`config.mk`:
```
export PLATFORM = sky130hd
export DESIGN_NAME = mbrs_front
export DESIGN_NICKNAME = d
export VERILOG_FILES = /design/src/hw/rtl/mbrs_pkg.sv /design/src/hw/rtl/mbrs_front.sv
export SDC_FILE = /design/constraint.sdc
export NUM_CORES = 1
export LEC_CHECK = 0
export ABC_AREA = 1
export BUFFER_PORTS_ARGS = -buffer_cell sky130_fd_sc_hd__buf_2
export CAP_MARGIN = 10
export CORE_ASPECT_RATIO = 0.75
export CORE_MARGIN = 1
export CORE_UTILIZATION = 35
export DETAILED_ROUTE_END_ITERATION = 10
export GPL_TIMING_DRIVEN = 0
export PLACE_DENSITY_LB_ADDON = 0.25
export REMOVE_ABC_BUFFERS = 1
export SLEW_MARGIN = 0
export SYNTH_ARGS = -nofsm -noshare
export SYNTH_HDL_FRONTEND = slang
export SYNTH_SLANG_ARGS = --single-unit
export TNS_END_PERCENT = 100
```
`constraint.sdc`:
```
create_clock -name clk -period 4.3 [get_ports clk]
set_input_delay 0 -clock clk [delete_from_list [all_inputs] [get_ports clk]]
set_output_delay 0 -clock clk [all_outputs]
set_load 0.02 [all_outputs]
```
`src/hw/rtl/mbrs_pkg.sv`:
```
// ---------------------------------------------------------------------------
// mbrs_pkg
// Types, codes and helper tables of the register slave.
// ---------------------------------------------------------------------------
package mbrs_pkg;

  localparam int TABLE_DEPTH_DEF   = 256;
  localparam int MAX_READ_REGS_DEF = 16;

  localparam logic [7:0]  FN_RD_HOLD   = 8'h03;
  localparam logic [7:0]  FN_RD_INPUT  = 8'h04;
  localparam logic [7:0]  FN_WR_SINGLE = 8'h06;
  localparam logic [7:0]  FN_WR_MULTI  = 8'h10;
  localparam logic [15:0] CRC_INIT     = 16'hFFFF;
  localparam logic [15:0] CRC_POLY     = 16'hA001;
  localparam logic        CMD_FRAME    = 1'b0;
  localparam logic        CMD_APP      = 1'b1;

  typedef logic [7:0] slot_lut_t [256];

  typedef struct packed {
    logic [7:0] addr;
    logic [7:0] fn;
    logic [7:0] h3;
    logic [7:0] h4;
    logic [7:0] h5;
    logic [7:0] h6;
  } job_t;

  typedef enum logic [2:0] {
    B_IDLE,
    B_PREP,
    B_WAIT,
    B_CRC,
    B_EMIT
  } back_state_t;

  // address byte to table slot, wrapping at depth
  function automatic slot_lut_t make_slot_lut(input int depth);
    slot_lut_t lut;
    int r;
    r = 0;
    for (int i = 0; i < 256; i++) begin
      lut[i] = 8'(r);
      if (r == depth - 1) r = 0;
      else r = r + 1;
    end
    return lut;
  endfunction

endpackage

```
`src/hw/rtl/mbrs_front.sv`:
```
// ---------------------------------------------------------------------------
// mbrs_front
// Takes request and application words, captures the header, performs table
// writes and queues one response job per valid frame. After reset it zeroes
// both tables, one entry per cycle, with the input held off.
// ---------------------------------------------------------------------------
module mbrs_front #(
  parameter int TABLE_DEPTH = mbrs_pkg::TABLE_DEPTH_DEF
) (
  input  logic                           clk,
  input  logic                           rst,
  input  logic                           s_tvalid,
  output logic                           s_tready,
  input  logic [31:0]                    s_tdata,
  input  logic                           s_tuser,
  input  logic                           s_tlast,
  output logic                           hold_we,
  output logic [$clog2(TABLE_DEPTH)-1:0] hold_waddr,
  output logic [15:0]                    hold_wdata,
  output logic                           inp_we,
  output logic [$clog2(TABLE_DEPTH)-1:0] inp_waddr,
  output logic [15:0]                    inp_wdata,
  output mbrs_pkg::job_t                 job,
  output logic                           job_valid,
  input  logic                           job_done
);
  import mbrs_pkg::*;

  localparam int AW = $clog2(TABLE_DEPTH);
  localparam slot_lut_t SLOT_LUT = make_slot_lut(TABLE_DEPTH);
  localparam logic [AW-1:0] CLR_LAST = AW'(TABLE_DEPTH - 1);

  logic [7:0]    pos;
  logic [7:0]    hdr [7];
  logic [7:0]    hdr_next [7];
  logic [7:0]    pend;
  logic [7:0]    cursor;
  logic [7:0]    b;
  logic [7:0]    word_idx;
  logic          frame_acc;
  logic          multi_wr;
  logic          single_wr;
  logic          push;
  logic          data_pos;
  logic          clr_busy;
  logic [AW-1:0] clr_idx;

  assign s_tready  = !job_valid && !clr_busy;
  assign b         = s_tdata[7:0];
  assign frame_acc = s_tvalid && s_tready && (s_tuser == CMD_FRAME);
  assign data_pos  = (pos >= 8'd8) && (pos != 8'd255) && (hdr[2] == FN_WR_MULTI);
  assign word_idx  = (pos - 8'd9) >> 1;

  always_comb begin
    hdr_next = hdr;
    if (frame_acc && pos < 8'd7) hdr_next[pos[2:0]] = b;
  end

  assign multi_wr  = frame_acc && data_pos && pos[0] && (word_idx < hdr[6]);
  assign single_wr = frame_acc && s_tlast && (hdr_next[2] == FN_WR_SINGLE);
  assign push      = frame_acc && s_tlast &&
                     ((hdr_next[2] == FN_RD_HOLD) || (hdr_next[2] == FN_RD_INPUT) ||
                      (hdr_next[2] == FN_WR_SINGLE) || (hdr_next[2] == FN_WR_MULTI));

  // clearing pass owns both write ports while it runs
  assign hold_we    = clr_busy || (s_tvalid && s_tready && (s_tuser == CMD_APP));
  assign hold_waddr = clr_busy ? clr_idx : SLOT_LUT[s_tdata[15:8]][AW-1:0];
  assign hold_wdata = clr_busy ? 16'h0000 : s_tdata[31:16];

  assign inp_we    = clr_busy || multi_wr || single_wr;
  assign inp_waddr = clr_busy  ? clr_idx :
                     single_wr ? SLOT_LUT[hdr_next[4]][AW-1:0] : SLOT_LUT[cursor][AW-1:0];
  assign inp_wdata = clr_busy  ? 16'h0000 :
                     single_wr ? {hdr_next[5], hdr_next[6]} : {pend, b};

  always_ff @(posedge clk) begin
    if (rst) begin
      pos       <= '0;
      pend      <= '0;
      cursor    <= '0;
      job_valid <= 1'b0;
      clr_busy  <= 1'b1;
      clr_idx   <= '0;
    end else begin
      if (clr_busy) begin
        clr_idx <= clr_idx + 1'b1;
        if (clr_idx == CLR_LAST) clr_busy <= 1'b0;
      end
      if (frame_acc) begin
        if (s_tlast) pos <= '0;
        else if (pos != 8'd255) pos <= pos + 8'd1;
        if (pos == 8'd4) cursor <= b;
        if (data_pos && !pos[0]) pend <= b;
      end
      if (multi_wr) cursor <= cursor + 8'd1;
      if (push) job_valid <= 1'b1;
      else if (job_done) job_valid <= 1'b0;
    end
  end

  always_ff @(posedge clk) begin
    if (frame_acc) hdr <= hdr_next;
    if (push) begin
      job.addr <= hdr_next[1];
      job.fn   <= hdr_next[2];
      job.h3   <= hdr_next[3];
      job.h4   <= hdr_next[4];
      job.h5   <= hdr_next[5];
      job.h6   <= hdr_next[6];
    end
  end

endmodule

```
==> metrics.md <==
| Metric | Value |
|---|---|
| Outcome | finished, final reports clean |
| Initial core utilization | 36.2% |
| Max cap viols | 0 |
| Psw | approximately 600 µW |
| PortBufs | around 140 |
| CTS tree | done |
| Yosys cell types | 38 |
| Final period utilization | approximately 90% |
| Final Power | ~3000 µW |
| First-pass detailed-route iteration total | 6 |
| Share of layout cells above drive strength 1 | a little over a fifth |
| Critical Path AT | just under 4 ns |
| Fin Setup TNS | 0 ns |
| Commonest non-fill, non-tap cell in the layout | nand2_1 |
| Number of global-route vias before repair | roughly 4800 |
| Internal power | about 2400 µW |
| Layout Skew | 0.00961 ns |
| DR DRC count | 0 |
| Critical path type | reg2out |
| Cells after Synth | between 700 and 800 |
| PwrDens | 365 nW/µm² |
| CTS sink cnt | 130 |
| CP Max Fanout | 37 |
| Final Hold Fails | 0 |
| CTS Root Cell | clkbuf_16 |
| Mapped Avg Cell Area | around 8.7 µm² |
| Largest net degree at the start of global routing | 38 |
| Flops & latches, synth | 130 |
| DP Wirelength | approximately 12000 µm |
| Total CTS buffers | 17 |
| Iter 0 DRT Violations | 358 |
| Overall via count from detail_route | about 5400 |
| Hold Path Stages | 3 |
| Largest stage delay, worst path | roughly 0.4 ns |
| Max-slew violations | 0 |
| Switching Share | between 20% and 30% |
| Register area share after synthesis | about 55% |
| Latest clock arrival within the worst-skew pair | between 0.4 and 0.5 ns |
| Worst Reg-to-Reg Cells | 17 |
| # H-tree levels | 4 |
| Slew @ Worst Pin | ~1.1 ns |
| Final ANT Viol Nets | 0 |
| Wire per inst | roughly 15 µm |
| Syn Std Cell Area | 6470 µm² |
| Layout area overhead | 27.0% |
| Yosys synthesis warning count | 0 |
| Die Width | between 150 and 200 µm |
| Power share of the combinational group | 2.7% |
| I/O pin cnt | between 100 and 150 |
| Reg clk slew, reported paths | around 0.060 ns |
| # diodes | 0 |
| Global-route wire length before repair | roughly 26000 µm |
| Clock power frac | a little over half |
| RSZ-0062 raised after global routing | false |
| Rel. slew slack | 24.0% |
| LEAKAGE | about 0.0033 µW |
| Final #Nets | around 950 |
| Most used cell along the critical path | nand2_1 |
| Worst hold path class | in2reg |
| Worst path cell trace | buf_12 -> nor2_8 -> nand2_2 -> nor2_4 -> buf_12 -> nand2_1 -> inv_1 -> nand2_1 -> nand2_1 -> inv_1 -> nand2_1 -> nor2_1 -> nand2_2 -> clkinv_4 -> nand2_4 -> nand2_1 -> a21oi_1 -> buf_2 |
| Flop pwr share | about 45% |
| # rows | 42 |
| Clock Tree Buf Depth | 2 |
| CP Launch Type | flop |
| Core ar. | 17900 µm² |
| Total track usage | between 10% and 20% |
| Via/cell ratio | approximately 4.7 |
| Worst path required time | about 4.3 ns |
| WP buf/inv | 6 |
| Setup violations, final | 0 |
| Routability cong. | 0.857 |
| Most frequent cells in the layout | nand2_1 (181), buf_2 (137), inv_1 (108) |
| Peak VDD IR | a little over 200 µV |
| Total gr overflow | 0 |
| CP Depth | 18 |
| Min Clock Period, post-route | 3.87 ns |
| CP Capture Type | primary output |
| Top Family by Delay on Critical Path | simple AND/OR/NAND/NOR gates |
| Slowest CP cell | dfxtp_2 |
| Initial antenna violation count | 0 |
| Final wirelength | around 17000 µm |
| Die Area | between 15000 and 20000 µm² |
| Max Freq | approximately 260 MHz |
| Chip Height | 120 µm |
-- what timing repair did --
item	in CTS	in global routing
hold buffers	18	0
hold endpoints to repair	13	0
setup endpoints to repair	12	25
buffers inserted	0	2
gates cloned	1	0
resized for setup	1	0
pin swaps	1	1
-- cell usage after synthesis --
library cell	number	area [µm²]
dfxtp_1	34	681
a211oi_1	10	75.1
xnor2_1	1	8.76
nor2_8	1	20.0
clkbuf_1	11	41.3
nor3b_1	2	15.0
nand2_1	181	679
a21boi_1	1	7.51
inv_1	109	409
a2111oi_0	1	8.76
and3_1	1	6.26
nor2_2	3	18.8
nand3_1	43	215
buf_4	2	15.0
nand2_4	1	11.3
buf_1	1	3.75
o21ai_2	2	17.5
nor2_1	85	319
nand2_2	3	18.8
nor4_1	1	6.26
nand3b_1	2	15.0
o31ai_1	1	7.51
xor2_1	11	96.3
o21ai_1	12	60.1
buf_6	6	67.6
clkinv_1	2	7.51
a21oi_1	27	135
edfxtp_1	96	2880
clkinv_4	1	8.76
nor3_2	4	40.0
buf_2	5	25.0
nand3_2	1	10.0
nor3_1	7	35.0
ha_1	11	138
o21ai_0	56	280
inv_2	3	11.3
nor2_4	3	33.8
nand4_1	7	43.8
-- flip-flops by register name, indices dropped and copies added (netlist names) --
name,flops
hdr,48
job,48
clr_idx,8
cursor,8
pend,8
pos,8
clr_busy,1
job_valid,1
-- path summary, 6_finish.rpt --
kind | slack (ns) | startpoint | endpoint
worst min register to register | 0.46 | pend[2] | pend[2]
worst max register to register | 0.64 | clr_busy | job[39]
worst min-delay path | 0.11 | s_tuser | hdr[15]
worst max-delay path | 0.43 | clr_busy | inp_wdata[12]
-- layer usage --
| metal | routed length (µm) | global-route usage, % | up-vias | share of wire [%] |
|---|---|---|---|---|
| met3 | 789 | 3.53 | 21 | 4.7 |
| met2 | 7260 | 26.3 | 133 | 43 |
| met4 | 250 | 6.73 | 0 | 1.5 |
| met5 | 0 | 0 | - | 0 |
| met1 | 8590 | 26.7 | 2486 | 51 |
| li1 | - | - | 2762 | - |
-- metrics by stage --
stage          worst slack [ns]  util (%)  instance area, µm²  instances  hold WS [ns]
6_report                  0.433      46.0                8220       1158         0.107
3_3_place_gp              -2.13      40.9                7310       1102         0.258
5_1_grt                   0.120      46.0                8220       1158        0.0939
2_1_floorplan            -0.238         -                6320        723        0.0691
3_5_place_dp              0.150      41.3                7370       1105         0.267
4_1_cts                  0.0912      45.9                8210       1156        0.0489
-- layout make-up --
cell class | count | area [µm²]
fill | 1751 | 9650
sequential | 130 | 3560
multi-input combinational | 479 | 2330
timing repair buffer | 160 | 941
inverter | 115 | 437
clock buffer | 19 | 433
tap | 242 | 303
clock inverter | 13 | 208
-- power by group through the flow --
stage          registers, µW  clock network [µW]  logic, µW
5_1_grt                 1330                1660       90.2
6_report                1330                1580       81.1
2_1_floorplan           1360                   0       31.3
3_5_place_dp            1360                   0       72.0
4_1_cts                 1330                1600       81.0
3_3_place_gp            1360                   0       70.8
-- worst reg2reg max path, delay by kind of cell, from the launching register on --
kind / cells / cell delay (ns)
AND/OR/NAND/NOR: 11 / 1.44
buffers and inverters: 6 / 1.41
flip-flops: 1 / 0.50
-- kinds of logic (layout without fill, tap and decap cells) --
kind of cell | count (synthesis) | after routing | share of synthesized area [%]
buffers and inverters | 140 | 307 | 9.10
xor gates and xnor gates | 12 | 12 | 1.62
and+or+nand+nor | 345 | 346 | 23.0
adders and majority gates | 11 | 11 | 2.13
DFF | 130 | 130 | 55.0
AOI/OAI and AO/OA | 110 | 110 | 9.14
Power figures use the tool's default switching activity.
