<file path="src/hw/rtl/mbrs_pkg.sv">
// ---------------------------------------------------------------------------
// mbrs_pkg
// Types, codes and helper tables of the register slave.
// ---------------------------------------------------------------------------
package mbrs_pkg;

  localparam int TABLE_DEPTH_DEF   = 256;
  localparam int MAX_READ_REGS_DEF = 16;

  localparam logic [7:0]  FN_RD_HOLD   = 8'h03;
  localparam logic [7:0]  FN_RD_INPUT  = 8'h04;
  localparam logic [7:0]  FN_WR_SINGLE = 8'h06;
  localparam logic [7:0]  FN_WR_MULTI  = 8'h10;
  localparam logic [15:0] CRC_INIT     = 16'hFFFF;
  localparam logic [15:0] CRC_POLY     = 16'hA001;
  localparam logic        CMD_FRAME    = 1'b0;
  localparam logic        CMD_APP      = 1'b1;

  typedef logic [7:0] slot_lut_t [256];

  typedef struct packed {
    logic [7:0] addr;
    logic [7:0] fn;
    logic [7:0] h3;
    logic [7:0] h4;
    logic [7:0] h5;
    logic [7:0] h6;
  } job_t;

  typedef enum logic [2:0] {
    B_IDLE,
    B_PREP,
    B_WAIT,
    B_CRC,
    B_EMIT
  } back_state_t;

  // address byte to table slot, wrapping at depth
  function automatic slot_lut_t make_slot_lut(input int depth);
    slot_lut_t lut;
    int r;
    r = 0;
    for (int i = 0; i < 256; i++) begin
      lut[i] = 8'(r);
      if (r == depth - 1) r = 0;
      else r = r + 1;
    end
    return lut;
  endfunction

endpackage

</file>
<file path="src/hw/rtl/mbrs_back.sv">
// ---------------------------------------------------------------------------
// mbrs_back
// Builds the response of a queued job byte by byte, reads table words,
// runs the CRC one bit per cycle and drives the output register.
// ---------------------------------------------------------------------------
module mbrs_back #(
  parameter int TABLE_DEPTH   = mbrs_pkg::TABLE_DEPTH_DEF,
  parameter int MAX_READ_REGS = mbrs_pkg::MAX_READ_REGS_DEF
) (
  input  logic                           clk,
  input  logic                           rst,
  input  mbrs_pkg::job_t                 job,
  input  logic                           job_valid,
  output logic                           job_done,
  output logic                           rd_en,
  output logic [$clog2(TABLE_DEPTH)-1:0] rd_addr,
  input  logic [15:0]                    hold_rdata,
  input  logic [15:0]                    inp_rdata,
  output logic                           m_tvalid,
  input  logic                           m_tready,
  output logic [7:0]                     m_tdata,
  output logic                           m_tlast
);
  import mbrs_pkg::*;

  localparam int AW = $clog2(TABLE_DEPTH);
  localparam slot_lut_t SLOT_LUT = make_slot_lut(TABLE_DEPTH);
  localparam logic [7:0] MAX_Q = 8'(MAX_READ_REGS);

  back_state_t state, state_next;
  logic [7:0]  k;
  logic [2:0]  bit_cnt;
  logic [15:0] crc;
  logic [7:0]  cur;
  logic [15:0] word;
  logic [7:0]  waddr;
  logic        is_read;
  logic [7:0]  q;
  logic [7:0]  nd;
  logic        need_rd;
  logic [7:0]  body_byte;
  logic        out_free;
  logic        last_byte;
  logic [15:0] word_now;

  assign is_read   = (job.fn == FN_RD_HOLD) || (job.fn == FN_RD_INPUT);
  assign q         = (job.h6 > MAX_Q) ? MAX_Q : job.h6;
  assign nd        = is_read ? (8'd3 + {q[6:0], 1'b0}) : 8'd6;
  assign need_rd   = is_read && (k >= 8'd3) && k[0];
  assign out_free  = !m_tvalid || m_tready;
  assign last_byte = (k == nd + 8'd1);
  assign rd_addr   = SLOT_LUT[waddr][AW-1:0];
  assign word_now  = (job.fn == FN_RD_HOLD) ? hold_rdata : inp_rdata;

  always_comb begin
    body_byte = job.addr;
    priority if (k == 8'd0) body_byte = job.addr;
    else if (k == 8'd1) body_byte = job.fn;
    else if (is_read && k == 8'd2) body_byte = {q[6:0], 1'b0};
    else if (is_read) body_byte = word[7:0];
    else if (k == 8'd2) body_byte = job.h3;
    else if (k == 8'd3) body_byte = job.h4;
    else if (k == 8'd4) body_byte = job.h5;
    else body_byte = job.h6;
  end

  always_comb begin
    state_next = state;
    unique case (state)
      B_IDLE: if (job_valid) state_next = B_PREP;
      B_PREP: begin
        if (k < nd) state_next = need_rd ? B_WAIT : B_CRC;
        else state_next = B_EMIT;
      end
      B_WAIT: state_next = B_CRC;
      B_CRC:  if (bit_cnt == 3'd7) state_next = B_EMIT;
      B_EMIT: if (out_free) state_next = last_byte ? B_IDLE : B_PREP;
      default: state_next = B_IDLE;
    endcase
  end

  always_comb begin
    rd_en    = 1'b0;
    job_done = 1'b0;
    unique case (state)
      B_PREP:  rd_en = (k < nd) && need_rd;
      B_EMIT:  job_done = out_free && last_byte;
      default: ;
    endcase
  end

  always_ff @(posedge clk) begin
    if (rst) begin
      state    <= B_IDLE;
      m_tvalid <= 1'b0;
    end else begin
      state <= state_next;
      if (m_tready) m_tvalid <= 1'b0;
      if (state == B_EMIT && out_free) m_tvalid <= 1'b1;
    end
  end

  always_ff @(posedge clk) begin
    unique case (state)
      B_IDLE: begin
        k     <= '0;
        crc   <= CRC_INIT;
        waddr <= job.h4;
      end
      B_PREP: begin
        bit_cnt <= '0;
        if (k < nd) begin
          if (need_rd) begin
            waddr <= waddr + 8'd1;
          end else begin
            cur <= body_byte;
            crc <= crc ^ {8'h00, body_byte};
          end
        end else if (k == nd) begin
          cur <= crc[7:0];
        end else begin
          cur <= crc[15:8];
        end
      end
      B_WAIT: begin
        word <= word_now;
        cur  <= word_now[15:8];
        crc  <= crc ^ {8'h00, word_now[15:8]};
      end
      B_CRC: begin
        bit_cnt <= bit_cnt + 3'd1;
        crc     <= crc[0] ? ((crc >> 1) ^ CRC_POLY) : (crc >> 1);
      end
      B_EMIT: begin
        if (out_free) begin
          m_tdata <= cur;
          m_tlast <= last_byte;
          k       <= k + 8'd1;
        end
      end
      default: ;
    endcase
  end

endmodule

</file>
<file path="config.mk">
export PLATFORM = sky130hd
export DESIGN_NAME = mbrs_back
export DESIGN_NICKNAME = d
export VERILOG_FILES = /design/src/hw/rtl/mbrs_pkg.sv /design/src/hw/rtl/mbrs_back.sv
export SDC_FILE = /design/constraint.sdc
export NUM_CORES = 1
export LEC_CHECK = 0
export BUFFER_PORTS_ARGS = -buffer_cell sky130_fd_sc_hd__buf_2
export CAP_MARGIN = 20
export CORE_ASPECT_RATIO = 0.6
export CORE_UTILIZATION = 46
export DETAILED_ROUTE_END_ITERATION = 6
export PLACE_DENSITY = 0.78
export SYNTH_ARGS = -nofsm -noshare
export SYNTH_HDL_FRONTEND = slang
export SYNTH_SLANG_ARGS = --single-unit
</file>
<file path="constraint.sdc">
create_clock -name clk -period 5.1 [get_ports clk]
set_clock_uncertainty 0.2 [all_clocks]
set_input_delay 0.51 -clock clk [delete_from_list [all_inputs] [get_ports clk]]
set_output_delay 0.51 -clock clk [all_outputs]
set_load 0.01 [all_outputs]
</file>
==> results of run 1 <==
-- logic make-up (layout without fill, tap and decap cells) --
family                   Yosys count  after routing  share of synthesized area (%)
adder cells (fa/ha/maj)           16             16                          4.035
other                              1              2                        0.07559
AO/OA/AOI/OAI                    152            152                          21.11
flip-flops                        64             64                          37.93
buffers and inverters             48            141                          4.262
multiplexers                      25             25                          5.271
XOR/XNOR                          27             27                          4.767
AND/OR/NAND/NOR                  219            219                          22.55
-- metal layers --
layer / vias up / GRT usage, %
met5: - / 0
met4: 0 / 5.222
met3: 18 / 8.364
met2: 326 / 40.96
met1: 2278 / 42.08
li1: 2268 / -
-- power by group through the flow --
stage                     Clock (mW)  Combinational [mW]  Sequential, mW
final                          0.685                1.65            1.15
after global routing           0.705                1.77            1.18
after CTS                      0.686                1.58            1.14
after detailed placement           0                1.56            1.15
after global placement             0                1.52            1.14
after floorplan                    0                1.14            1.05
-- cell type report --
cell class	count	area share, %
multi-input combinational	441	48.86
sequential	64	32.02
timing repair buffer	112	9.836
clock buffer	9	3.832
tap	135	2.874
clock inverter	7	1.746
inverter	13	0.8303
-- worst register-to-register path, cell delays in order (launching register included) --
cell      delay, ps
edfxtp_1        600
nor4_1          930
nand2_1         410
nor2_1          260
a211oi_1         90
o31ai_1         400
mux2i_1         210
a221oi_1        360
-- flip-flops by register name (all words and copies together), names as in the netlist --
name and flops:
word 8, bit_cnt 3, crc 16, m_tdata 8, waddr 8, state 3
m_tlast 1, m_tvalid 1, k 8, cur 8
-- stage by stage --
| stage | instances | hold WS, ps |
|---|---|---|
| final | 781 | 186.7 |
| after global routing | 781 | 191.9 |
| after CTS | 779 | 182.4 |
| after detailed placement | 763 | 214.4 |
| after global placement | 763 | 212.6 |
| after floorplan | 553 | 200.3 |
-- worst paths after layout --
check	startpoint	end	slack (ps)	depth (start not counted)
min reg2reg	cur[2]	m_tdata[2]	220	0
max	job[36]	rd_en	750	12
max reg2reg	k[3]	cur[1]	1440	7
min	rst	state[2]	190	2
-- cell usage in the layout, fill, tap and decap left out, types with 3 or more instances in the layout --
| cell | instances |
|---|---|
| buf_2 | 105 |
| nand2_1 | 66 |
| edfxtp_1 | 60 |
| nor2_1 | 43 |
| o21ai_0 | 40 |
| nand3_1 | 29 |
| a21oi_1 | 28 |
| xor2_1 | 16 |
| mux2i_1 | 16 |
| ha_1 | 16 |
| inv_1 | 12 |
| and3_1 | 12 |
| xnor2_1 | 11 |
| nor3_1 | 10 |
| mux2_2 | 9 |
| clkbuf_16 | 9 |
| a211oi_1 | 8 |
| nand2b_1 | 8 |
| nor3b_1 | 7 |
| o221ai_1 | 7 |
| o211ai_1 | 7 |
| a22oi_1 | 7 |
| buf_4 | 7 |
| nor2b_1 | 6 |
| o31ai_1 | 6 |
| nor4b_1 | 6 |
| nand3b_1 | 5 |
| a211o_1 | 5 |
| a221oi_1 | 5 |
| or4_1 | 4 |
| dfxtp_1 | 4 |
| and2_1 | 3 |
| o21ai_1 | 3 |
| a2111oi_0 | 3 |
| o2111ai_1 | 3 |
| nor4_1 | 3 |
| or3_1 | 3 |
| nand4_1 | 3 |
| a21o_1 | 3 |
==> metrics.md, run 1 <==
| Metric | Value |
|---|---|
| PortBufs | 103 |
| Starting Density | 48.83% |
| Pin slew with the least headroom to its limit | 1006 ps |
| Max frequency | 229.9 MHz |
| Std-Cell Rows | 28 |
| Area leader, netlist | edfxtp_1 |
| Antenna violations before repair | 0 |
| Max-Cap Viols | 0 |
| Routed wl met3 | 2.008 mm |
| M1 WL | 7.082 mm |
| Core ar. | 10160 sq um |
| Synth Warn # | 0 |
| Final Cycle Share | 85.28% |
| Data required, critical path | 4390 ps |
| Uppermost layer routed | met4 |
| Vias per cell | 6.261 |
| Design area | 5877 sq um |
| Met2 wire len | 6.595 mm |
| CP top delay family | simple AND/OR/NAND/NOR gates |
| DRC viols | 0 |
| Critical Path Max Stage Delay | 560 ps |
| Register bit total from synthesis | 64 |
| Critical path capture point type | output port |
| Psw | 1.547 mW |
| H-tree levels | 3 |
| Max-slew headroom | 32.34% |
| Comb power frac | 47.3% |
| Root Buffer | clkbuf_16 |
| Commonest cells in the netlist | nand2_1 (66), edfxtp_1 (60), nor2_1 (43) |
| Ratio of cells with drive above 1 in the final layout | 23.22% |
| Gates resized, CTS repair | 0 |
| Area Growth Syn to Fin | 18.46% |
| Clock sink count | 64 |
| Worst Setup Path Type | input port to output port |
| IO Pins | 104 |
| WL final | 15.80 mm |
| Avg Cell Area, Syn | 8.987 sq um |
| Post-synth EDFFs | 60 |
| Nets@finish | 741 |
| Leak | 2.295 nW |
| Hold Fails Final Rpt | 0 |
| CP cell instances | buf_2 -> or4_4 -> a211o_1 -> inv_2 -> o21ai_0 -> ha_1 -> or3_1 -> o221ai_1 -> o21bai_1 -> or2_1 -> nor2_1 -> buf_2 |
| Setup TNS | 0 ps |
| Placed cell areas | 5539 sq um |
| Power share of the clock group | 19.7% |
| Via count | 4890 |
| Die footprint | 11220 sq um |
| Most common cell on crit path | buf_2 |
| Overall Power | 3.483 mW |
| CTS clk-pin slew, worst paths | 60 ps |
| Post-synthesis sequential area ratio | 37.93% |
| Grt ovf | 0 |
| Flop pwr share | 33.1% |
| Routability cong. | 0.9593 |
| Cell Pwr Density | 592.7 nW/um^2 |
| Hold-fix buffers, CTS | 0 |
| CP Launch Type | input port |
| Leading post-synthesis cells by cell area | edfxtp_1 (36%), nand2_1 (5.0%), ha_1 (4.0%), o21ai_0 (4.0%), nor2_1 (3.3%) |
| First-pass detailed-route iteration total | 5 |
| Cell Area, Synth | 4961 sq um |
| Area of the multi-input gates | 2872 sq um |
| Max Root-Sink Buffers | 2 |
| Final worst slack | 750.7 ps |
| Clk_lat worst skew | 340 ps |
| Vias in the first global route | 4358 |
| Synth top area share | 36.32% |
| GRT Total Usage | 28.51% |
| Fill count | 924 |
| RSZ-0062 raised after global routing | no |
| Chip width | 136.1 um |
| Setup WS pre-CTS | 840.4 ps |
| Post-CTS Setup Inserts | 0 |
| Total internal power | 1.936 mW |
| CTS Buf Count | 9 |
| Finish-stage setup viols | 0 |
| Status | complete, no violations |
| Die Y-Extent | 82.44 um |
| Asr flop ratio synth | 0% |
| Critical path arrival | 3640 ps |
| CTS tree | yes |
| Netlist cell types | 71 |
| Switching share of power | 44.42% |
| Maximum number of pins on one net before global-route repair | 31 |
| Antenna cells | 0 |
| Top-count cell post-synth | nand2_1 |
| Mapped Cells | 552 |
| Register area | 1882 sq um |
| Fin. max-slew vios | 0 |
| Global-route wire length before repair | 23.69 mm |
| Routed WL per cell | 20.23 um |
| Fin util | 57.84% |
| Max VDD drop | 226.0 uV |
| Min-Delay Path Class | input port to flop |
| Crit path max-delay cell type | or4_4 |
| DP HPWL | 12.03 mm |
| Critical Path Fanout Max | 19 |
| Fin crit period | 4349 ps |
| Antenna-violating nets left | 0 |
| Post-synth top flop | edfxtp_1 |
| CP bufs+invs | 3 |
| Initial DRC count | 638 |
(Power assumes the default switching activity.)
==> run 2, diff against run 1 <==
- CORE_ASPECT_RATIO: 0.6 -> 0.75
- REMOVE_ABC_BUFFERS: default -> 1
- SETUP_SLACK_MARGIN: default -> 0.4
==> run 2 against run 1 <==
  * Worst hold slack better by 6.5 ps
  * Critical endpoint unchanged
  * Register-to-register slack improved by 60 ps
  * Sequential cell count unchanged
  * Highest routed layer unchanged
  * Worst setup slack got worse by 29 ps
  * Die area about the same
  * Fmax is 0.67% lower
  * Largest cell class unchanged
  * Via count is 0.61% lower
  * Largest power group unchanged
  * Routed wire length down 3.6%
==> metrics.md, run 2 (same netlist as run 1, synthesis figures left out) <==
| Metric | Value |
|---|---|
| Status | complete, no violations (unchanged) |
| Leak | 2.287 nW (was 2.295 nW) |
| Gates resized, CTS repair | 0 (unchanged) |
| Starting Density | 47.84% (was 48.83%) |
| Max frequency | 228.4 MHz (was 229.9 MHz) |
| Hold Fails Final Rpt | 0 (unchanged) |
| Ratio of cells with drive above 1 in the final layout | 23.34% (was 23.22%) |
| IO Pins | 104 (unchanged) |
| Maximum number of pins on one net before global-route repair | 31 (unchanged) |
| Hold-fix buffers, CTS | 0 (unchanged) |
| Global-route wire length before repair | 23.78 mm (was 23.69 mm) |
| Routed WL per cell | 19.45 um (was 20.23 um) |
| Critical path arrival | 3670 ps (was 3640 ps) |
| Max-Cap Viols | 0 (unchanged) |
| Pin slew with the least headroom to its limit | 867.1 ps (was 1006 ps) |
| Antenna violations before repair | 0 (unchanged) |
| Setup WS pre-CTS | 789.1 ps (was 840.4 ps) |
| Vias per cell | 6.207 (was 6.261) |
| First-pass detailed-route iteration total | 5 (unchanged) |
| PortBufs | 103 (unchanged) |
| Finish-stage setup viols | 0 (unchanged) |
| Clk_lat worst skew | 330 ps (was 340 ps) |
| Critical path capture point type | output port (unchanged) |
| Die footprint | 11210 sq um (was 11220 sq um) |
| GRT Total Usage | 27.94% (was 28.51%) |
| Final Cycle Share | 85.85% (was 85.28%) |
| CTS tree | yes (unchanged) |
| Max-slew headroom | 42.19% (was 32.34%) |
| Max Root-Sink Buffers | 2 (unchanged) |
| Fill count | 942 (was 924) |
| Worst Setup Path Type | input port to output port (unchanged) |
| Core ar. | 10370 sq um (was 10160 sq um) |
| Hold slack | 193.1 ps (was 186.7 ps) |
| Fin. max-slew vios | 0 (unchanged) |
| Via count | 4860 (was 4890) |
| CP Launch Type | input port (unchanged) |
| Vias in the first global route | 4556 (was 4358) |
| Cell Pwr Density | 578.4 nW/um^2 (was 592.7 nW/um^2) |
| Most frequent cells in the layout | buf_2 (103), nand2_1 (66), edfxtp_1 (60), nor2_1 (43), o21ai_0 (40) (was buf_2 (105), nand2_1 (66), edfxtp_1 (60), nor2_1 (43), o21ai_0 (40)) |
| Root Buffer | clkbuf_16 (unchanged) |
| Die Y-Extent | 91.94 um (was 82.44 um) |
| Nets@finish | 742 (was 741) |
| DP HPWL | 11.50 mm (was 12.03 mm) |
| Flop-to-flop setup slack | 1500 ps (was 1440 ps) |
| CTS clk-pin slew, worst paths | 60 ps (about the same) |
| DRC viols | 0 (unchanged) |
| Clock sink count | 64 (unchanged) |
| Post-CTS Setup Inserts | 0 (unchanged) |
| Fin crit period | 4379 ps (was 4349 ps) |
| Overall Power | 3.388 mW (was 3.483 mW) |
| Std-Cell Rows | 32 (was 28) |
| Chip width | 121.9 um (was 136.1 um) |
| Initial DRC count | 539 (was 638) |
| Setup TNS | 0 ps (unchanged) |
| Antenna-violating nets left | 0 (unchanged) |
| Final worst slack | 721.4 ps (was 750.7 ps) |
| Grt ovf | 0 (unchanged) |
| Critical Path Fanout Max | 19 (unchanged) |
| Routability cong. | 0.9271 (was 0.9593) |
| CTS Buf Count | 9 (unchanged) |
| Largest register FFs | 16 (unchanged) |
| WL final | 15.23 mm (was 15.80 mm) |
| Data required, critical path | 4390 ps (about the same) |
| H-tree levels | 3 (unchanged) |
| Commonest non-fill, non-tap cell in the layout | buf_2 (unchanged) |
| Max VDD drop | 333.8 uV (was 226.0 uV) |
| RSZ-0062 raised after global routing | no (unchanged) |
| Antenna cells | 0 (unchanged) |
| Reg with most FFs | crc (unchanged) |
| Area Growth Syn to Fin | 18.08% (was 18.46%) |
| Min-Delay Path Class | input port to flop (unchanged) |
run 2: changes by cell type in the layout (fill, tap and decap cells not counted):
cell	previous run	this run
buf_2	105	103
buf_4	7	9
clkinv_2	0	2
inv_6	2	0
bufinv_16	2	1
clkbuf_2	0	1
clkinvlp_4	1	2
run 2: final timing paths:
path              startpoint  cells past startpoint          to
setup / recovery     job[36]                     12       rd_en
hold / removal           rst                      2    state[2]
setup reg to reg        k[1]                      9      crc[6]
hold reg to reg       cur[5]                      0  m_tdata[5]
run 2: final cells by class:
type / instances / area [sq um] / area share, %
clock inverter: 7 / 72.57 / 1.239
inverter: 13 / 48.80 / 0.8330
clock buffer: 9 / 225.2 / 3.845
timing repair buffer: 113 / 588.1 / 10.04
multi-input combinational: 441 / 2872 / 49.02
sequential: 64 / 1882 / 32.12
tap: 136 / 170.2 / 2.905
run 2: where the power goes:
| part | switching [mW] | internal (mW) |
|---|---|---|
| logic | 1.03 | 0.591 |
| clock network | 0.236 | 0.378 |
| registers | 0.232 | 0.917 |
| total | 1.50 | 1.89 |
run 2: metrics by stage:
stage	utilization [%]	area [sq um]	instances
floorplan	-	4802	518
detailed placement	53.57	5555	766
global placement	53.57	5555	766
finish	56.49	5858	783
CTS	56.44	5853	782
global route	56.49	5858	783
run 2: layer usage:
layer	wire length, um	share of wire (%)	GRT usage [%]	up-vias
li1	-	-	-	2274
met5	0	0	0	-
met2	6667	44	41.43	286
met3	1402	9.2	6.219	22
met1	6943	46	40.57	2278
met4	212	1.4	7.510	0
run 2: critical path, stage by stage:
cell and delay, ps:
buf_2 120, or4_4 560, a211o_1 430, inv_2 340, o21ai_0 240, ha_1 250, or3_1 330, nor3_1 190
o21bai_1 110, or2_1 280, nor2_1 140, buf_2 170
==> run 3, diff against run 2 <==
- clock period: 5.1 -> 4.09 ns (I/O delays scaled with it)
==> run 3 against run 2 <==
  * Largest power group unchanged
  * Final area is 3.1% higher
  * Largest cell class unchanged
  * Sequential cell count stayed put
  * Clock-buffer cell count is 1 higher
  * Power is 30% higher
  * Routed wire length is 2.5% higher
  * Die area stayed put
  * Sequential power is 25% higher
  * Global-route usage is 0.93 points higher
  * Clock power is 39% higher
  * Combinational power is 29% higher
  * Critical path depth stayed put
  * Sequential share of layout area is 0.96 points lower
==> metrics.md, run 3 (same netlist as run 1, synthesis figures left out) <==
| Metric | Value |
|---|---|
| Die footprint | 11210 sq um (unchanged) |
| Setup WS pre-CTS | 185.8 ps (was 789.1 ps) |
| Clk_lat worst skew | 340 ps (was 330 ps) |
| Overall Power | 4.388 mW (was 3.388 mW) |
| Vias per cell | 6.217 (was 6.207) |
| Cell Pwr Density | 726.8 nW/um^2 (was 578.4 nW/um^2) |
| Crit path max-delay cell type | or4_4 (unchanged) |
| CP top delay family | simple AND/OR/NAND/NOR gates (unchanged) |
| Ratio of cells with drive above 1 in the final layout | 26.29% (was 23.34%) |
| Most frequent cells in the layout | buf_2 (104), nand2_1 (65), edfxtp_1 (60), nor2_1 (42), o21ai_0 (38) (was buf_2 (103), nand2_1 (66), edfxtp_1 (60), nor2_1 (43), o21ai_0 (40)) |
| Status | complete, no violations (unchanged) |
| Fin. max-slew vios | 0 (unchanged) |
| Most common cell on crit path | buf_2 (unchanged) |
| Flop-to-flop setup slack | 610 ps (was 1500 ps) |
| Worst R2R End | crc[6] (unchanged) |
| Hold-fix buffers, CTS | 0 (unchanged) |
| Area Growth Syn to Fin | 21.71% (was 18.08%) |
| RSZ-0062 raised after global routing | no (unchanged) |
| Antenna violations before repair | 0 (unchanged) |
| Critical path arrival | 2990 ps (was 3670 ps) |
| Finish-stage setup viols | 0 (unchanged) |
| Hold Fails Final Rpt | 0 (unchanged) |
| Crit Reg-Reg Startpoint | k[1] (unchanged) |
| Max Root-Sink Buffers | 2 (unchanged) |
| Worst Setup SP | job[36] (unchanged) |
| Fill count | 923 (was 942) |
| Fin crit period | 3594 ps |
| Std-Cell Rows | 32 (unchanged) |
| Largest register FFs | 16 (unchanged) |
| Starting Density | 47.84% (unchanged) |
| Worst Setup Path Type | input port to output port (unchanged) |
| Global-route wire length before repair | 24.44 mm (was 23.78 mm) |
| Commonest non-fill, non-tap cell in the layout | buf_2 (unchanged) |
| Routed WL per cell | 19.66 um (was 19.45 um) |
| Data required, critical path | 3480 ps (was 4390 ps) |
| Design area | 6038 sq um (was 5858 sq um) |
| Critical Path Fanout Max | 4 (was 19) |
| Cells on worst reg2reg path | 9 (unchanged) |
| Grt ovf | 0 (unchanged) |
| First-pass detailed-route iteration total | 5 (unchanged) |
| Routability cong. | 0.9455 (was 0.9271) |
| PortBufs | 103 (unchanged) |
| CP bufs+invs | 3 (unchanged) |
| DP HPWL | 11.89 mm (was 11.50 mm) |
| Nets@finish | 753 (was 742) |
| Critical Path Max Stage Delay | 550 ps (was 560 ps) |
| Setup crit end | rd_en (unchanged) |
| CP Launch Type | input port (unchanged) |
| CTS tree | yes (unchanged) |
| IO Pins | 104 (unchanged) |
| Leak | 2.368 nW (was 2.287 nW) |
| Clock sink count | 64 (unchanged) |
| Fin util | 58.23% (was 56.49%) |
| Die Y-Extent | 91.94 um (unchanged) |
| Final Cycle Share | 87.88% |
| Antenna-violating nets left | 0 (unchanged) |
| Setup TNS | 0 ps (unchanged) |
| CP cell instances | buf_2 -> or4_4 -> a211o_1 -> inv_4 -> nand3_1 -> ha_1 -> or3_4 -> nor3_2 -> o21bai_2 -> or2_1 -> nor2_2 -> buf_2 (was buf_2 -> or4_4 -> a211o_1 -> inv_2 -> o21ai_0 -> ha_1 -> or3_1 -> nor3_1 -> o21bai_1 -> or2_1 -> nor2_1 -> buf_2) |
| Max-slew headroom | 30.91% (was 42.19%) |
| Final worst slack | 495.6 ps (was 721.4 ps) |
| Area of the multi-input gates | 2934 sq um (was 2872 sq um) |
| Maximum number of pins on one net before global-route repair | 29 (was 31) |
| Reg with most FFs | crc (unchanged) |
| Hold path depth | 2 (unchanged) |
| Max-Cap Viols | 0 (unchanged) |
| CTS clk-pin slew, worst paths | 50 ps (was 60 ps) |
| Root Buffer | clkbuf_16 (unchanged) |
| Pin slew with the least headroom to its limit | 1028 ps (was 867.1 ps) |
| Hold slack | 114.5 ps (was 193.1 ps) |
| Initial DRC count | 368 (was 539) |
| Max frequency | 278.2 MHz |
| Placed cell areas | 5615 sq um (was 5555 sq um) |
| Layout Cells excl Fill | 794 (was 783) |
| Placed cells | 774 (was 766) |
| GRT Total Usage | 28.87% (was 27.94%) |
| Worst path depth | 12 (unchanged) |
| WL final | 15.61 mm (was 15.23 mm) |
| Core ar. | 10370 sq um (unchanged) |
| Chip width | 121.9 um (unchanged) |
| DRC viols | 0 (unchanged) |
| Vias in the first global route | 4583 (was 4556) |
| Via count | 4936 (was 4860) |
| Register area | 1882 sq um (unchanged) |
| Max VDD drop | 308.6 uV (was 333.8 uV) |
| Min-Delay Path Class | input port to flop (unchanged) |
| CTS Buf Count | 9 (unchanged) |
| Antenna cells | 0 (unchanged) |
| H-tree levels | 3 (unchanged) |
| Critical path capture point type | output port (unchanged) |
run 3: layer usage:
metal | share of wire, % | up-vias | GRT usage, %
met3 | 9.9 | 24 | 5.410
met2 | 43 | 286 | 41.57
li1 | - | 2286 | -
met4 | 1.6 | 0 | 9.259
met1 | 45 | 2340 | 43.01
met5 | 0 | - | 0
run 3: layout make-up:
type                    instances  area share [%]
flip-flops and latches         64           31.16
multi-input cells             441           48.59
repair buffers                124           11.11
inverters                      13          0.8496
well taps                     136           2.818
clock inverters                 6           1.513
clock buffers                  10           3.958
run 3: how the worst min path moves through the flow:
| stage | from | end | slack (ps) |
|---|---|---|---|
| floorplan | cur[0] | m_tdata[0] | 200 |
| global placement | cur[4] | m_tdata[4] | 200 |
| detailed placement | cur[2] | m_tdata[2] | 200 |
| CTS | rst | state[0] | 110 |
| global route | rst | state[0] | 110 |
| finish | rst | state[0] | 110 |
run 3: repair_timing:
item	CTS	global route
gates cloned	0	0
setup buffers	0	3
gates resized for setup	6	10
pin swaps	0	4
endpoints found under the setup margin	2	2
run 3: power breakdown:
part | leakage (nW) | internal (mW) | switching, mW
Combinational | 1.60 | 0.784 | 1.32
Clock | 0.163 | 0.553 | 0.301
Sequential | 0.606 | 1.14 | 0.293
Total | 2.37 | 2.48 | 1.91
